<file path="src/rtl/core/ptp_pkg.sv">
// shared types and constants of the perspective point transform
package ptp_pkg;

  localparam int COORD_W   = 32;
  localparam int MAT_W     = 64;
  localparam int NUM_REGS  = 8;
  localparam int REG_SEL_W = 3;
  localparam int CFG_IDX_W = 8;
  localparam int ROWS      = 4;
  localparam int LANES     = 3;
  localparam int PROD_W    = 2 * COORD_W;
  localparam int H_W       = 66;
  localparam int MAG_W     = 66;
  localparam int Q_BITS    = 33;
  localparam int Q_DEPTH   = 8;
  localparam int Q_PTR_W   = 3;
  localparam int Q_CNT_W   = 4;

  localparam logic [CFG_IDX_W-1:0] REG_ROW0_COLS01 = 8'd0;
  localparam logic [CFG_IDX_W-1:0] REG_ROW0_COLS23 = 8'd1;
  localparam logic [CFG_IDX_W-1:0] REG_ROW1_COLS01 = 8'd2;
  localparam logic [CFG_IDX_W-1:0] REG_ROW1_COLS23 = 8'd3;
  localparam logic [CFG_IDX_W-1:0] REG_ROW2_COLS01 = 8'd4;
  localparam logic [CFG_IDX_W-1:0] REG_ROW2_COLS23 = 8'd5;
  localparam logic [CFG_IDX_W-1:0] REG_ROW3_COLS01 = 8'd6;
  localparam logic [CFG_IDX_W-1:0] REG_ROW3_COLS23 = 8'd7;

  localparam logic [COORD_W-1:0] SAT_POS   = 32'h7FFF_FFFF;
  localparam logic [COORD_W-1:0] SAT_NEG   = 32'h8000_0000;
  localparam logic [Q_BITS-1:0]  Q_LIM_POS = 33'h0_7FFF_FFFF;
  localparam logic [Q_BITS-1:0]  Q_LIM_NEG = 33'h0_8000_0000;

  typedef struct packed {
    logic signed [COORD_W-1:0] point_x;
    logic signed [COORD_W-1:0] point_y;
    logic signed [COORD_W-1:0] point_z;
  } point_t;

  typedef struct packed {
    logic signed [COORD_W-1:0] proj_x;
    logic signed [COORD_W-1:0] proj_y;
    logic signed [COORD_W-1:0] proj_z;
    logic                      w_zero;
    logic                      clipped;
  } proj_t;

  typedef struct packed {
    logic                              w_zero;
    logic [LANES-1:0]                  neg;
    logic [MAG_W-1:0]                  den_mag;
    logic [LANES-1:0][MAG_W-1:0]       num_mag;
  } qent_t;

endpackage

</file>
<file path="src/rtl/core/ptp_queue.sv">
// request queue between front and back end
module ptp_queue (
  input  logic           clk_i,
  input  logic           rst_ni,
  input  logic           push_i,
  input  ptp_pkg::qent_t push_data_i,
  input  logic           pop_i,
  output logic           head_valid_o,
  output ptp_pkg::qent_t head_data_o
);

  ptp_pkg::qent_t                mem_q [ptp_pkg::Q_DEPTH];
  logic [ptp_pkg::Q_PTR_W-1:0]   wptr_q, rptr_q;
  logic [ptp_pkg::Q_CNT_W-1:0]   cnt_q;

  assign head_valid_o = (cnt_q != '0);
  assign head_data_o  = mem_q[rptr_q];

  always_ff @(posedge clk_i or negedge rst_ni) begin
    if (!rst_ni) begin
      wptr_q <= '0;
      rptr_q <= '0;
      cnt_q  <= '0;
    end else begin
      if (push_i) wptr_q <= wptr_q + 1'b1;
      if (pop_i) rptr_q <= rptr_q + 1'b1;
      if (push_i && !pop_i) cnt_q <= cnt_q + 1'b1;
      else if (!push_i && pop_i) cnt_q <= cnt_q - 1'b1;
    end
  end

  always_ff @(posedge clk_i) begin
    if (push_i) mem_q[wptr_q] <= push_data_i;
  end

`ifndef ASSERT_OFF
  a_no_overflow: assert property (@(posedge clk_i) disable iff (!rst_ni)
    push_i && !pop_i |-> cnt_q != ptp_pkg::Q_CNT_W'(ptp_pkg::Q_DEPTH))
    else $error("push into full queue");
  a_no_underflow: assert property (@(posedge clk_i) disable iff (!rst_ni)
    pop_i |-> cnt_q != '0)
    else $error("pop from empty queue");
`endif

endmodule

</file>
<file path="config.mk">
export PLATFORM = sky130hd
export DESIGN_NAME = ptp_queue
export DESIGN_NICKNAME = d
export VERILOG_FILES = /design/src/rtl/core/ptp_pkg.sv /design/src/rtl/core/ptp_queue.sv
export SDC_FILE = /design/constraint.sdc
export NUM_CORES = 2
export LEC_CHECK = 0
export ABC_AREA = 1
export BUFFER_PORTS_ARGS = -buffer_cell sky130_fd_sc_hd__buf_2
export CORE_MARGIN = 2
export CORE_UTILIZATION = 48
export DETAILED_ROUTE_END_ITERATION = 7
export GPL_TIMING_DRIVEN = 0
export PLACE_DENSITY = 0.69
export SYNTH_ARGS = -nofsm -noshare
export SYNTH_HDL_FRONTEND = slang
export SYNTH_SLANG_ARGS = --single-unit
</file>
<file path="constraint.sdc">
create_clock -name clk_i -period 17.4 [get_ports clk_i]
set_clock_uncertainty 0.2 [all_clocks]
set_input_delay 2.61 -clock clk_i [delete_from_list [all_inputs] [get_ports clk_i]]
set_output_delay 2.61 -clock clk_i [all_outputs]
set_load 0.1 [all_outputs]
</file>
==> metrics.cfg <==
[synthesis]
synth-simple-area-share_pct = 22.98
synthFlopType = edfxtp_1
yosysMostFrequentCell = nand2_1
ys_top_cells_by_area = edfxtp_1, nand2_1, nor2_1, inv_1, buf_2
syn_avg_cell_area_um2 = 9.917
ys_ff_latch = 2154
synthAdderAreaFrac_pct = 0.08920
synth_commonest_cells = nand2_1, nor2_1, edfxtp_1, inv_1, buf_2
syn_area_um2 = 92580
synth_edf_count = 2144
synth-seq-area-share_pct = 69.81
synthCells = 9336
ys.warnings.count = 0
synth_top_area_cell = edfxtp_1
synth-xor-area-share_pct = 0.04730
synth_top_family_by_area = simple AND/OR/NAND/NOR gates
synth_compound_area_share_pct = 0.02162
synth_mux_area_share_pct = 0
synthArstFlopShare_pct = 0.4643
synth_nets = 9614
synth_top_area_share_pct = 69.54
synth_cell_types = 19

[setup_path]
crit_path_end_kind = output port
endpoint = head_data_o[84]
start_kind = flip-flop
crit_arrival_ns = 4.14
crit_chain = buf_2, inv_2, clkbuf_2, clkbuf_1, nand2_1, nand2_1, buf_2
crit_path_max_fanout = 10
ff2ff_path_depth = 8
crit_family = buffers and inverters
worstSetupPathType = flip-flop to output port
required_ns = 14.59
cp_slowest_cell = clkbuf_2
crit_cells = 7
timing.rr.end = mem_q[0][124]$_DFFE_PP_
startpoint = rptr_q[2]$_DFFE_PN0P_
rr_startpoint = wptr_q[0]$_DFFE_PN0P_
rrSetupSlack_ns = 13.94
crit_buf_inv = 5
crit_path_max_incr_delay_ns = 0.71

[die]
fp.dieArea_um2 = 196400
die_h_um = 443.2
start_util_pct = 48.18
die_w_um = 443.2
ioPinCount = 541
core-area_um2 = 192200
rows = 161

[clock_tree]
clk_latency_ns = 0.89
htreeDepth = 4
cts_sinks = 2154
cts_hold_buffers = 0
clk_pin_slew_ns = 0.06
cts_tree = done
cts_buffers = 216
clockBufferDepth = 3
cts_resized = 0
root_buffer = clkbuf_16
cts_setup_buffers = 0

[timing]
setup_viol = 0
finalCriticalPeriod_ns = 6.948
timing_hold_violations_final = 0
worst_pin_slew_ns = 1.365
fin_setup_tns_ns = 0
min_period_over_period_pct = 39.93
drv_slew = 0
whs_ns = 0.3362
fin_ws_ns = 10.45
max_slew_margin_pct = 9.022
max_freq_ghz = 0.1439
rsz0062_at_grt = no

[outcome]
status = finished, final reports clean

[drt]
first_pass_iters = 6
drtIter0Drc = 6215
remaining_drc_errors = 0
drtAntennaViolNets = 0
wirelength_mm = 260.4
num_vias = 64540
wl_per_cell_um = 20.09
viasPerCell = 4.978

[placed_design]
gp_congestion = 0.8286
dp_hpwl_mm = 172.8
dp_slack_ns = 11.12
portBuffers = 540

[cells_and_area]
area_growth_pct = 16.24
nets = 10470
drive_above_1_share_pct = 12.51
fillers = 15930

[worst_hold_path]
worstHoldPathType = flip-flop to flip-flop

[global_route]
grt_first_pass_wirelength_mm = 380.0
grt_pass1_vias = 62080
grt_usage_pct = 26.02
antenna_found_initial = 108
grt_overflow = 0
grt_max_degree = 35

[run]
cap_violations = 0

-- flip-flops by register name, indices dropped and copies added (netlist names) --
register / flops
rptr_q: 3
wptr_q: 3
mem_q: 2144
cnt_q: 4
-- per-layer routing --
layer,vias to the layer above,routed length [um],GRT usage [%]
met2,2701,126000,43.20
met1,30370,98430,32.04
met4,56,14380,14.68
li1,30800,-,-
met3,613,21190,4.958
met5,-,355,0
-- worst min path at each step --
stage	startpoint	to	slack, ns	cells after the start
after CTS	cnt_q[2]$_DFFE_PN0P_	cnt_q[2]$_DFFE_PN0P_	0.34	2
after global placement	cnt_q[2]$_DFFE_PN0P_	cnt_q[2]$_DFFE_PN0P_	0.30	2
after floorplan	cnt_q[2]$_DFFE_PN0P_	cnt_q[2]$_DFFE_PN0P_	0.28	2
after global routing	cnt_q[2]$_DFFE_PN0P_	cnt_q[2]$_DFFE_PN0P_	0.38	2
after detailed placement	wptr_q[0]$_DFFE_PN0P_	wptr_q[0]$_DFFE_PN0P_	0.32	2
final	cnt_q[2]$_DFFE_PN0P_	cnt_q[2]$_DFFE_PN0P_	0.34	2
-- worst reg2reg max path, cell delays in order, from the launching register on --
cell     delay [ns]
dfrtp_1        0.41
or2_2          0.42
nor2_4         0.59
buf_12         0.28
buf_12         0.25
buf_12         0.25
buf_12         0.23
buf_16         0.23
buf_12         0.23
-- placed cells by master (no fill, tap or decap), types with 12 or more instances in the layout --
cell       count
clkbuf_1     109
clkinv_2      34
buf_2        765
bufinv_16     12
edfxtp_1    2144
clkinv_1      45
inv_1       1082
buf_12        79
nand2_1     3509
buf_16        19
buf_1         13
buf_4         83
nor2_1      2145
buf_6         37
clkbuf_16    216
diode_2       66
-- area by class of cell --
| class | count | area (um^2) | share of cell area [%] |
|---|---|---|---|
| Multi-Input combinational cell | 5681 | 21480 | 19.96 |
| Sequential cell | 2154 | 64630 | 60.06 |
| Tap cell | 2526 | 3161 | 2.937 |
| Clock buffer | 277 | 5644 | 5.245 |
| Buffer | 417 | 2469 | 2.294 |
| Timing Repair Buffer | 638 | 4807 | 4.467 |
| Antenna cell | 66 | 165.2 | 0.1535 |
| Clock inverter | 121 | 1185 | 1.101 |
| Inverter | 1084 | 4069 | 3.781 |
-- per-stage QoR --
step / cells / instance area [um^2] / util (%)
2_1_floorplan: 9336 / 92580 / -
3_3_place_gp: 12400 / 98440 / 51.23
3_5_place_dp: 12500 / 100600 / 52.34
4_1_cts: 12900 / 107400 / 55.90
5_1_grt: 12930 / 107500 / 55.96
6_report: 12960 / 107600 / 56.00
-- cell families (layout without fill, tap and decap cells) --
family | Yosys count | after routing
AOI/OAI and AO/OA | 4 | 4
xor gates and xnor gates | 5 | 5
adders and majority gates | 6 | 6
buffers and inverters | 1501 | 2537
DFF | 2154 | 2154
other | 0 | 66
and+or+nand+nor | 5666 | 5666
Power is not shown: default switching activity piles up to over one toggle a cycle in this logic, so the estimate is an artifact.
